==> src/rtl/apfr_pkg.sv <==
// types, constants and helper functions shared by the alarm panel frame receiver
package apfr_pkg;

    // framing bytes and command codes
    localparam logic [7:0] START_BYTE     = 8'hF0;
    localparam logic [7:0] CMD_RESET      = 8'hA1;
    localparam logic [7:0] CMD_POLL       = 8'hA2;
    localparam logic [7:0] CMD_TIME       = 8'hA4;
    localparam logic [7:0] CMD_EVENT      = 8'hA5;
    localparam logic [7:0] REPLY_LEN_BYTE = 8'h03;
    localparam logic [7:0] REPLY_PAD_BYTE = 8'h00;

    // panel status byte codes
    localparam logic [7:0] PANEL_ST_NORMAL = 8'h00;
    localparam logic [7:0] PANEL_ST_FIRE   = 8'h05;
    localparam logic [7:0] PANEL_ST_LOST   = 8'h01;

    // info type codes that carry a location
    localparam logic [7:0] INFO_LOC_A = 8'h01;
    localparam logic [7:0] INFO_LOC_B = 8'h02;
    localparam logic [7:0] INFO_LOC_C = 8'h08;

    // reported event status codes
    localparam logic [1:0] EVT_ST_NONE   = 2'd0;
    localparam logic [1:0] EVT_ST_NORMAL = 2'd1;
    localparam logic [1:0] EVT_ST_FIRE   = 2'd2;
    localparam logic [1:0] EVT_ST_LOST   = 2'd3;

    // frame lengths in bytes, start byte included
    localparam logic [8:0] LEN_SHORT     = 9'd6;
    localparam logic [8:0] LEN_TIME      = 9'd12;
    localparam logic [8:0] LEN_EVT_SHORT = 9'd25;
    localparam logic [8:0] LEN_EVT_LONG  = 9'd45;
    localparam logic [8:0] LEN_OVERHEAD  = 9'd5;

    localparam logic [15:0] CRC_POLY         = 16'h1021;
    localparam logic [7:0]  LINK_TIMEOUT_RST = 8'd40;
    localparam logic [2:0]  REPLY_LAST_IDX   = 3'd7;

    // result kinds, also used as job kinds between front and back
    typedef enum logic [2:0] {
        KIND_RESET = 3'd0,
        KIND_REPLY = 3'd1,
        KIND_TIME  = 3'd2,
        KIND_EVENT = 3'd3,
        KIND_LOST  = 3'd4
    } out_kind_t;

    // work handed from the frame parser to the result sequencer
    typedef struct packed {
        out_kind_t   kind;
        logic [7:0]  addr;
        logic [1:0]  status;
        logic [31:0] part;
        logic [47:0] stamp;
        logic [7:0]  device;
        logic [23:0] loc;
        logic        has_loc;
    } apfr_job_t;

    typedef enum logic {
        BK_IDLE,
        BK_REPLY
    } bk_state_t;

    // one byte of crc-16/xmodem
    function automatic logic [15:0] crc_step(input logic [15:0] crc_in, input logic [7:0] b);
        logic [15:0] c;
        c = crc_in ^ {b, 8'h00};
        for (int k = 0; k < 8; k++)
        begin
            if (c[15])
                c = {c[14:0], 1'b0} ^ CRC_POLY;
            else
                c = {c[14:0], 1'b0};
        end
        return c;
    endfunction

    // panel status byte to reported status
    function automatic logic [1:0] map_status(input logic [7:0] st);
        logic [1:0] r;
        case (st)
            PANEL_ST_NORMAL: r = EVT_ST_NORMAL;
            PANEL_ST_FIRE:   r = EVT_ST_FIRE;
            PANEL_ST_LOST:   r = EVT_ST_LOST;
            default:         r = EVT_ST_NONE;
        endcase
        return r;
    endfunction

    function automatic logic info_has_loc(input logic [7:0] info);
        return info inside {INFO_LOC_A, INFO_LOC_B, INFO_LOC_C};
    endfunction

endpackage

==> src/rtl/alarm_panel_frame_receiver.sv <==
// top level of the alarm panel frame receiver: parser, job queue, result sequencer
//
//  channel   direction  transfer               payload
//  s_axis    in         one byte or one tick   tdata rx_byte, tuser req_type
//  m_axis    out        one result item        tdata fields, tuser out_kind, tlast
//  cfg       in         write of timeout       cfg_wdata link_timeout_ticks
//
//  the parser takes one input transfer per cycle while s_axis_tready is high
//  results leave at one per cycle while m_axis_tready is high; a poll reply holds the sequencer until its last byte
//  the job queue (QUEUE_DEPTH entries) lets input run on while results stall
//  s_axis_tready drops only when the queue is full
//  reset clears the parser, queue and sequencer at once; no clearing pass
module alarm_panel_frame_receiver #(
    parameter int QUEUE_DEPTH = 2
) (
    input  logic         clk,
    input  logic         rst_n,
    input  logic         s_axis_tvalid,
    output logic         s_axis_tready,
    input  logic [7:0]   s_axis_tdata,   // [7:0] rx_byte
    input  logic [0:0]   s_axis_tuser,   // [0] req_type
    output logic         m_axis_tvalid,
    input  logic         m_axis_tready,
    output logic [127:0] m_axis_tdata,   // [7:0] tx_byte, [9:8] event_status,
                                         // [41:10] part_address, [89:42] time_stamp,
                                         // [97:90] device_type, [121:98] location,
                                         // [122] has_location, [127:123] zero
    output logic [2:0]   m_axis_tuser,   // [2:0] out_kind
    output logic         m_axis_tlast,
    input  logic         cfg_we,
    input  logic [7:0]   cfg_wdata
);
    import apfr_pkg::*;

    logic      [7:0] timeout_reg;
    logic            q_full;
    logic            q_empty;
    logic            q_push;
    logic            q_pop;
    apfr_job_t       push_job;
    apfr_job_t       head_job;
    apfr_job_t       out_job;
    logic      [7:0] out_tx;

    // timeout register
    always_ff @(posedge clk or negedge rst_n)
    begin
        if (!rst_n)
            timeout_reg <= LINK_TIMEOUT_RST;
        else if (cfg_we)
            timeout_reg <= cfg_wdata;
    end

    apfr_front u_front (
        .clk           (clk),
        .rst_n         (rst_n),
        .in_valid      (s_axis_tvalid),
        .in_ready      (s_axis_tready),
        .req_type      (s_axis_tuser[0]),
        .rx_byte       (s_axis_tdata),
        .timeout_ticks (timeout_reg),
        .q_full        (q_full),
        .q_push        (q_push),
        .q_job         (push_job)
    );

    apfr_queue #(
        .DEPTH (QUEUE_DEPTH)
    ) u_queue (
        .clk      (clk),
        .rst_n    (rst_n),
        .push     (q_push),
        .push_job (push_job),
        .pop      (q_pop),
        .head_job (head_job),
        .full     (q_full),
        .empty    (q_empty)
    );

    apfr_back u_back (
        .clk       (clk),
        .rst_n     (rst_n),
        .q_empty   (q_empty),
        .q_job     (head_job),
        .q_pop     (q_pop),
        .out_valid (m_axis_tvalid),
        .out_ready (m_axis_tready),
        .out_job   (out_job),
        .out_tx    (out_tx),
        .out_last  (m_axis_tlast)
    );

    // result packing
    assign m_axis_tuser = out_job.kind;
    assign m_axis_tdata = {5'd0, out_job.has_loc, out_job.loc, out_job.device,
                           out_job.stamp, out_job.part, out_job.status, out_tx};

    // queue cannot be full and empty together
    a_queue_sane: assert property (@(posedge clk) disable iff (!rst_n)
        !(q_full && q_empty))
        else $error("job queue full and empty at once");

    // every result other than a reply byte closes its item
    a_single_last: assert property (@(posedge clk) disable iff (!rst_n)
        (m_axis_tvalid && (m_axis_tuser != KIND_REPLY)) |-> m_axis_tlast)
        else $error("single result without tlast");

    // a reply run continues without a gap until its last byte
    a_reply_run: assert property (@(posedge clk) disable iff (!rst_n)
        (m_axis_tvalid && m_axis_tready && (m_axis_tuser == KIND_REPLY) && !m_axis_tlast)
        |=> (m_axis_tvalid && (m_axis_tuser == KIND_REPLY)))
        else $error("poll reply interrupted");

endmodule

==> src/rtl/apfr_front.sv <==
// frame parser: hunts for start, captures fields, turns finished frames and timeouts into jobs
module apfr_front (
    input  logic              clk,
    input  logic              rst_n,
    input  logic              in_valid,
    output logic              in_ready,
    input  logic              req_type,
    input  logic [7:0]        rx_byte,
    input  logic [7:0]        timeout_ticks,
    input  logic              q_full,
    output logic              q_push,
    output apfr_pkg::apfr_job_t q_job
);
    import apfr_pkg::*;

    logic [8:0]  pos_reg, pos_next;
    logic [8:0]  total_reg, total_next;
    logic [7:0]  addr_reg, addr_next;
    logic [7:0]  cmd_reg, cmd_next;
    logic [7:0]  status_reg, status_next;
    logic [7:0]  info_reg, info_next;
    logic [31:0] part_reg, part_next;
    logic [47:0] time_reg, time_next;
    logic [7:0]  dev_reg, dev_next;
    logic [23:0] loc_reg, loc_next;
    logic [7:0]  timer_reg, timer_next;

    logic       accept;
    logic       frame_end;
    logic [7:0] cmd_eff;
    logic       loc_ok;

    assign in_ready = !q_full;
    assign accept   = in_valid && in_ready;
    assign cmd_eff  = (pos_reg == 9'd3) ? rx_byte : cmd_reg;
    assign loc_ok   = info_has_loc(info_reg);
    assign frame_end = (pos_reg >= 9'd3) &&
                       (({1'b0, pos_reg} + 10'd1) >= {1'b0, total_reg});

    // parser next state and job build
    always_comb
    begin
        pos_next    = pos_reg;
        total_next  = total_reg;
        addr_next   = addr_reg;
        cmd_next    = cmd_reg;
        status_next = status_reg;
        info_next   = info_reg;
        part_next   = part_reg;
        time_next   = time_reg;
        dev_next    = dev_reg;
        loc_next    = loc_reg;
        timer_next  = timer_reg;
        q_push      = 1'b0;
        q_job       = '0;

        if (accept)
        begin
            if (req_type)
            begin
                // empty tick counts the link timer down; at expiry it reloads and pushes a lost job
                if (timer_reg <= 8'd1)
                begin
                    timer_next = timeout_ticks;
                    q_push     = 1'b1;
                    q_job.kind = KIND_LOST;
                end
                else
                begin
                    timer_next = timer_reg - 8'd1;
                end
            end
            else
            begin
                timer_next = timeout_ticks;
                if (pos_reg == 9'd0)
                begin
                    // hunting for start byte
                    if (rx_byte == START_BYTE)
                    begin
                        pos_next    = 9'd1;
                        total_next  = '0;
                        addr_next   = '0;
                        cmd_next    = '0;
                        status_next = '0;
                        info_next   = '0;
                        part_next   = '0;
                        time_next   = '0;
                        dev_next    = '0;
                        loc_next    = '0;
                    end
                end
                else
                begin
                    // header bytes and field capture
                    case (pos_reg)
                        9'd1:    addr_next  = rx_byte;
                        9'd2:    total_next = {1'b0, rx_byte} + LEN_OVERHEAD;
                        9'd3:    cmd_next   = rx_byte;
                        default:
                        begin
                            if (pos_reg == 9'd5)
                                info_next = rx_byte;
                            if (pos_reg == 9'd6)
                                status_next = rx_byte;
                            if (cmd_reg == CMD_TIME)
                            begin
                                if (pos_reg inside {[9'd4:9'd9]})
                                    time_next = {time_reg[39:0], rx_byte};
                            end
                            else if (cmd_reg == CMD_EVENT)
                            begin
                                if (pos_reg inside {[9'd9:9'd14]})
                                    time_next = {time_reg[39:0], rx_byte};
                                if (pos_reg inside {9'd8, 9'd15, 9'd16, 9'd20})
                                    part_next = {part_reg[23:0], rx_byte};
                                if (pos_reg inside {[9'd17:9'd19]})
                                    loc_next = {loc_reg[15:0], rx_byte};
                                if (pos_reg == 9'd22)
                                    dev_next = rx_byte;
                            end
                        end
                    endcase

                    // frame finish: command and length decide the job
                    if (frame_end)
                    begin
                        pos_next = 9'd0;
                        case (cmd_eff)
                            CMD_RESET:
                            begin
                                if (total_reg == LEN_SHORT)
                                begin
                                    q_push     = 1'b1;
                                    q_job.kind = KIND_RESET;
                                end
                            end
                            CMD_POLL:
                            begin
                                if (total_reg == LEN_SHORT)
                                begin
                                    q_push     = 1'b1;
                                    q_job.kind = KIND_REPLY;
                                    q_job.addr = addr_reg;
                                end
                            end
                            CMD_TIME:
                            begin
                                if (total_reg == LEN_TIME)
                                begin
                                    q_push      = 1'b1;
                                    q_job.kind  = KIND_TIME;
                                    q_job.stamp = time_reg;
                                end
                            end
                            CMD_EVENT:
                            begin
                                if (total_reg inside {LEN_EVT_SHORT, LEN_EVT_LONG})
                                begin
                                    q_push        = 1'b1;
                                    q_job.kind    = KIND_EVENT;
                                    q_job.status  = map_status(status_reg);
                                    q_job.part    = part_reg;
                                    q_job.stamp   = time_reg;
                                    q_job.device  = loc_ok ? dev_reg : 8'd0;
                                    q_job.loc     = loc_ok ? loc_reg : 24'd0;
                                    q_job.has_loc = loc_ok;
                                end
                            end
                            default:
                            begin
                                q_push = 1'b0;
                            end
                        endcase
                    end
                    else
                    begin
                        pos_next = pos_reg + 9'd1;
                    end
                end
            end
        end
    end

    // parser registers
    always_ff @(posedge clk or negedge rst_n)
    begin
        if (!rst_n)
        begin
            pos_reg    <= '0;
            total_reg  <= '0;
            addr_reg   <= '0;
            cmd_reg    <= '0;
            status_reg <= '0;
            info_reg   <= '0;
            part_reg   <= '0;
            time_reg   <= '0;
            dev_reg    <= '0;
            loc_reg    <= '0;
            timer_reg  <= LINK_TIMEOUT_RST;
        end
        else
        begin
            pos_reg    <= pos_next;
            total_reg  <= total_next;
            addr_reg   <= addr_next;
            cmd_reg    <= cmd_next;
            status_reg <= status_next;
            info_reg   <= info_next;
            part_reg   <= part_next;
            time_reg   <= time_next;
            dev_reg    <= dev_next;
            loc_reg    <= loc_next;
            timer_reg  <= timer_next;
        end
    end

endmodule

==> src/rtl/apfr_queue.sv <==
// small job queue between the parser and the result sequencer
module apfr_queue #(
    parameter int DEPTH = 2
) (
    input  logic                clk,
    input  logic                rst_n,
    input  logic                push,
    input  apfr_pkg::apfr_job_t push_job,
    input  logic                pop,
    output apfr_pkg::apfr_job_t head_job,
    output logic                full,
    output logic                empty
);
    import apfr_pkg::*;

    localparam int PTR_W = (DEPTH > 1) ? $clog2(DEPTH) : 1;
    localparam int CNT_W = $clog2(DEPTH + 1);

    apfr_job_t        slot_reg [DEPTH];
    logic [PTR_W-1:0] wr_ptr_reg, wr_ptr_next;
    logic [PTR_W-1:0] rd_ptr_reg, rd_ptr_next;
    logic [CNT_W-1:0] count_reg, count_next;
    logic             do_push;
    logic             do_pop;

    assign full     = (count_reg == CNT_W'(DEPTH));
    assign empty    = (count_reg == '0);
    assign do_push  = push && !full;
    assign do_pop   = pop && !empty;
    assign head_job = slot_reg[rd_ptr_reg];

    // pointer and fill count update
    always_comb
    begin
        wr_ptr_next = wr_ptr_reg;
        rd_ptr_next = rd_ptr_reg;
        count_next  = count_reg;
        if (do_push)
            wr_ptr_next = (wr_ptr_reg == PTR_W'(DEPTH - 1)) ? '0 : wr_ptr_reg + 1'b1;
        if (do_pop)
            rd_ptr_next = (rd_ptr_reg == PTR_W'(DEPTH - 1)) ? '0 : rd_ptr_reg + 1'b1;
        if (do_push && !do_pop)
            count_next = count_reg + 1'b1;
        else if (do_pop && !do_push)
            count_next = count_reg - 1'b1;
    end

    // control registers
    always_ff @(posedge clk or negedge rst_n)
    begin
        if (!rst_n)
        begin
            wr_ptr_reg <= '0;
            rd_ptr_reg <= '0;
            count_reg  <= '0;
        end
        else
        begin
            wr_ptr_reg <= wr_ptr_next;
            rd_ptr_reg <= rd_ptr_next;
            count_reg  <= count_next;
        end
    end

    // job storage
    always_ff @(posedge clk)
    begin
        if (do_push)
            slot_reg[wr_ptr_reg] <= push_job;
    end

endmodule

==> src/rtl/apfr_back.sv <==
// result sequencer: expands jobs into result transfers, builds the poll reply and its crc
module apfr_back (
    input  logic                clk,
    input  logic                rst_n,
    input  logic                q_empty,
    input  apfr_pkg::apfr_job_t q_job,
    output logic                q_pop,
    output logic                out_valid,
    input  logic                out_ready,
    output apfr_pkg::apfr_job_t out_job,
    output logic [7:0]          out_tx,
    output logic                out_last
);
    import apfr_pkg::*;

    bk_state_t   state_reg, state_next;
    logic [2:0]  idx_reg, idx_next;
    logic [15:0] crc_reg, crc_next;
    logic [7:0]  addr_reg, addr_next;
    logic        valid_reg, valid_next;
    apfr_job_t   job_reg, job_next;
    logic [7:0]  tx_reg, tx_next;
    logic        last_reg, last_next;
    logic        load;
    logic [7:0]  reply_byte;

    assign load      = !valid_reg || out_ready;
    assign out_valid = valid_reg;
    assign out_job   = job_reg;
    assign out_tx    = tx_reg;
    assign out_last  = last_reg;

    // reply byte for the current index
    always_comb
    begin
        case (idx_reg)
            3'd0:    reply_byte = START_BYTE;
            3'd1:    reply_byte = addr_reg;
            3'd2:    reply_byte = REPLY_LEN_BYTE;
            3'd3:    reply_byte = CMD_POLL;
            3'd4:    reply_byte = REPLY_PAD_BYTE;
            3'd5:    reply_byte = REPLY_PAD_BYTE;
            3'd6:    reply_byte = crc_reg[15:8];
            default: reply_byte = crc_reg[7:0];
        endcase
    end

    // sequencer next state and output register load
    always_comb
    begin
        state_next = state_reg;
        idx_next   = idx_reg;
        crc_next   = crc_reg;
        addr_next  = addr_reg;
        valid_next = valid_reg && !out_ready;
        job_next   = job_reg;
        tx_next    = tx_reg;
        last_next  = last_reg;
        q_pop      = 1'b0;

        case (state_reg)
            BK_IDLE:
            begin
                if (load && !q_empty)
                begin
                    q_pop      = 1'b1;
                    valid_next = 1'b1;
                    job_next   = q_job;
                    if (q_job.kind == KIND_REPLY)
                    begin
                        // first reply byte goes out now, rest follow
                        job_next      = '0;
                        job_next.kind = KIND_REPLY;
                        tx_next       = START_BYTE;
                        last_next     = 1'b0;
                        idx_next      = 3'd1;
                        crc_next      = '0;
                        addr_next     = q_job.addr;
                        state_next    = BK_REPLY;
                    end
                    else
                    begin
                        tx_next   = 8'd0;
                        last_next = 1'b1;
                    end
                end
            end
            BK_REPLY:
            begin
                if (load)
                begin
                    valid_next    = 1'b1;
                    job_next      = '0;
                    job_next.kind = KIND_REPLY;
                    tx_next       = reply_byte;
                    last_next     = (idx_reg == REPLY_LAST_IDX);
                    // crc covers address through the two pad bytes
                    if (idx_reg inside {[3'd1:3'd5]})
                        crc_next = crc_step(crc_reg, reply_byte);
                    idx_next = idx_reg + 3'd1;
                    if (idx_reg == REPLY_LAST_IDX)
                        state_next = BK_IDLE;
                end
            end
            default:
            begin
                state_next = BK_IDLE;
            end
        endcase
    end

    // state register
    always_ff @(posedge clk or negedge rst_n)
    begin
        if (!rst_n)
        begin
            state_reg <= BK_IDLE;
            idx_reg   <= '0;
            valid_reg <= 1'b0;
        end
        else
        begin
            state_reg <= state_next;
            idx_reg   <= idx_next;
            valid_reg <= valid_next;
        end
    end

    // payload registers
    always_ff @(posedge clk)
    begin
        crc_reg  <= crc_next;
        addr_reg <= addr_next;
        job_reg  <= job_next;
        tx_reg   <= tx_next;
        last_reg <= last_next;
    end

endmodule
==> config.mk <==
export PLATFORM = sky130hd
export DESIGN_NAME = alarm_panel_frame_receiver
export DESIGN_NICKNAME = d
export VERILOG_FILES = /design/src/rtl/apfr_pkg.sv /design/src/rtl/alarm_panel_frame_receiver.sv /design/src/rtl/apfr_front.sv /design/src/rtl/apfr_queue.sv /design/src/rtl/apfr_back.sv
export SDC_FILE = /design/constraint.sdc
export NUM_CORES = 1
export LEC_CHECK = 0
export ABC_AREA = 0
export ABC_CLOCK_PERIOD_IN_PS = 10600
export BUFFER_PORTS_ARGS = -buffer_cell sky130_fd_sc_hd__buf_2
export CAP_MARGIN = 20
export CORE_MARGIN = 3
export CORE_UTILIZATION = 34
export DETAILED_ROUTE_END_ITERATION = 8
export GPL_TIMING_DRIVEN = 0
export SLEW_MARGIN = 0
export SYNTH_ARGS = -nofsm -noshare
export SYNTH_HDL_FRONTEND = slang
export SYNTH_SLANG_ARGS = --single-unit
==> constraint.sdc <==
create_clock -name clk -period 10.6 [get_ports clk]
set_input_delay 0.53 -clock clk [delete_from_list [all_inputs] [get_ports clk]]
set_output_delay 0.53 -clock clk [all_outputs]
set_load 0.01 [all_outputs]
==> impl_metrics.py <==
metrics = {
    "status": {
        "status": "finished, final reports clean",
    },
    "global_route": {
        "grt_pass1_vias": 15000,
        "grt_pass1_wl_um": 83700,
        "antenna_found_initial": 4,
        "grt_max_degree": 110,
        "overflow": 0,
        "grt_use_total_pct": 14.1,
    },
    "synthesis": {
        "synth_top_cell_area_share_pct": 49.7,
        "synth_commonest_cells": "edfxtp_1 (403), nand2_1 (215), dfrtp_1 (183)",
        "ys_ff_latch": 590,
        "ys.flop_type": "edfxtp_1",
        "yosys_warnings": 0,
        "synthArstFlopShare_pct": 31.7,
        "syn_avg_cell_area_um2": 13.3,
        "synth_most_common_cell": "edfxtp_1",
        "synth_area_um2": 24400,
        "synthCells": 1834,
        "yosysTopAreaCell": "edfxtp_1",
        "synth_cell_type_count": 67,
        "ys_seq_area_share_pct": 68.9,
        "synth-edff-count": 403,
        "synth_area_leaders": "edfxtp_1 (50%), dfrtp_1 (19%), mux2i_1 (6.6%)",
    },
    "floorplanning": {
        "start_util_pct": 34.6,
        "die_area_um2": 74900,
        "die_w_um": 274,
        "ioPinCount": 156,
        "rows": 97,
        "core_area_um2": 70500,
        "die_h_um": 274,
    },
    "clocking": {
        "cts.path.max_buffers": 3,
        "cts_buffers": 61,
        "cts_setup_buffers": 0,
        "htree_levels": 2,
        "ctsResizeCount": 0,
        "cts_sinks": 590,
        "cts-root-buf": "clkbuf_16",
        "hold_buffers": 1,
        "clk_latency_ns": 0.64,
        "cts_tree": "built",
        "clk_pin_slew_ns": 0.06,
    },
    "setup_path": {
        "arrival_ns": 5.24,
        "critPathCaptureType": "flop",
        "critPathKind": "flop to flop",
        "crit_slowest_cell": "a21oi_1",
        "cpPeakStageDelay_ns": 0.56,
        "crit_path_cell_trace": "clkbuf_1 -> clkbuf_1 -> nand4_1 -> or2_2 -> nand2_1 -> ha_1 -> a21oi_1 -> o21ai_0 -> a221o_1 -> a21oi_1 -> a211oi_1 -> nor2_1 -> nor2b_4 -> buf_12 -> buf_12 -> buf_12",
        "cp_common_cell": "buf_12",
        "critPathMaxFanout": 32,
        "startpoint_type": "flop",
        "required_ns": 10.97,
    },
    "route": {
        "viasPerCell": 4.75,
        "drt_iter0_markers": 1003,
        "drcViolationCount": 0,
        "firstDrtPassIters": 5,
        "detail-route-antenna-nets": 0,
        "num_vias": 14500,
        "routedWlPerCell_um": 17.3,
        "drt-total-wl_um": 53000,
    },
    "layout": {
        "largest_register_ffs": 252,
        "final_nets": 2108,
        "final_core_util_pct": 40.8,
        "area_growth_pct": 18.0,
        "drive_above_1_share_pct": 16.7,
        "nFillCells": 6524,
    },
    "power_and_ir_drop": {
        "finalPower_mw": 8.05,
        "clkPwrFrac_pct": 27.7,
        "swShare_pct": 33.2,
        "p_sw_mw": 2.68,
        "intPower_mw": 5.37,
        "seqPwrFrac_pct": 41.7,
        "p_leak_nw": 11.6,
        "cellPowerDensity_nw_per_um2": 280,
        "comb_power_share_pct": 30.6,
        "ir_drop_mv": 0.143,
    },
    "placement": {
        "gp_congestion": 0.856,
        "hpwl_um": 37300,
        "port_buffers": 147,
        "post-place-ws_ns": 5.79,
    },
    "sta": {
        "hold_ws_ns": 0.136,
        "worst_pin_slew_ns": 0.931,
        "finalCriticalPeriod_ns": 4.88,
        "hold_viol_final": 0,
        "fin_ws_ns": 5.72,
        "fin_skew_ns": 0.0257,
        "rsz0062_at_grt": "no",
        "relSlewSlack_pct": 38.0,
        "min_period_over_period_pct": 46.0,
        "finalSetupViolCount": 0,
        "fmax_mhz": 205,
        "maxSlewViolCount": 0,
    },
    "run": {
        "cap_violations": 0,
    },
    "hold_path": {
        "holdCritPathClass": "primary input to flop",
    },
}
-- layout make-up --
type                    count  area, um2  share of cell area, %
multi-input cells        1083       6950                   24.2
repair buffers            161       1010                   3.53
clock inverters            42        517                   1.80
diodes                      4       10.0                 0.0348
well taps                 940       1180                   4.09
clock buffers              73       1630                   5.68
plain buffers             102        438                   1.52
inverters                  63        236                  0.822
flip-flops and latches    590      16800                   58.4
-- per-layer routing --
metal	vias up	wire [um]	GRT usage, %
met5	-	0	0
met4	0	1530	5.03
met3	94	2450	2.38
met2	301	25800	23.5
met1	7201	23300	18.6
li1	6928	-	-
-- through the flow --
step	setup TNS, ns	std cells	area [um2]
after CTS	0	3053	28700
after global routing	0	3058	28800
final	0	3058	28800
after detailed placement	0	2937	26600
after global placement	-353.94	2925	26300
after floorplan	0	1838	24400
-- final timing paths --
check / from / endpoint / slack [ns] / cells after the start
min in group asynchronous: rst_n / u_front.loc_reg[10] / 0.48 / 2
max in group asynchronous: rst_n / u_front.time_reg[41] / 9.14 / 3
min reg2reg: u_front.loc_reg[23] / u_front.loc_reg[23] / 0.47 / 2
max: u_front.pos_reg[4] / u_queue.slot_reg[1][76] / 5.72 / 16
max reg2reg: u_front.pos_reg[4] / u_queue.slot_reg[1][76] / 5.72 / 16
min: cfg_wdata[1] / timeout_reg[1] / 0.14 / 2
-- logic make-up (layout without fill, tap and decap cells) --
kind of cell	after synthesis	in the layout	share of synthesized area, %
simple gates	622	622	12.3
flops	590	590	68.9
mux	207	207	8.75
fa+ha+maj	24	24	1.23
compound gates	186	186	4.68
other cells	1	9	0.0154
buf+inv	165	441	2.77
xor+xnor	39	39	1.40
-- power by group through the flow --
stage	logic (mW)	clock network, mW	registers [mW]
2_1_floorplan	1.49	0	3.53
3_3_place_gp	2.38	0	3.45
3_5_place_dp	2.49	0	3.40
4_1_cts	2.50	2.28	3.36
5_1_grt	2.74	2.38	3.42
6_report	2.46	2.23	3.36
-- critical path, delay by kind of cell (launching register included) --
family / cells / cell delay [ns]
fa+ha+maj: 1 / 0.24
compound gates: 5 / 1.31
simple gates: 5 / 1.31
flops: 1 / 0.32
buf+inv: 5 / 1.39
-- placed cells by master (no fill, tap or decap), types with 11 or more instances in the layout --
cell,synthesis,final
clkbuf_16,0,62
nor2b_1,22,21
a21oi_1,27,27
nand2_1,215,214
clkbuf_1,65,72
edfxtp_1,403,403
nand3_1,13,13
nand2b_1,18,18
and2_1,92,92
o21ai_0,88,88
mux2_2,43,43
mux2i_1,160,160
clkinv_2,0,15
o21ai_1,11,11
nor2_1,157,156
inv_1,63,63
dfrtp_1,183,183
xor2_1,16,16
nor3_1,55,55
ha_1,24,24
xnor2_1,23,23
buf_2,19,165
(Power assumes the default switching activity.)
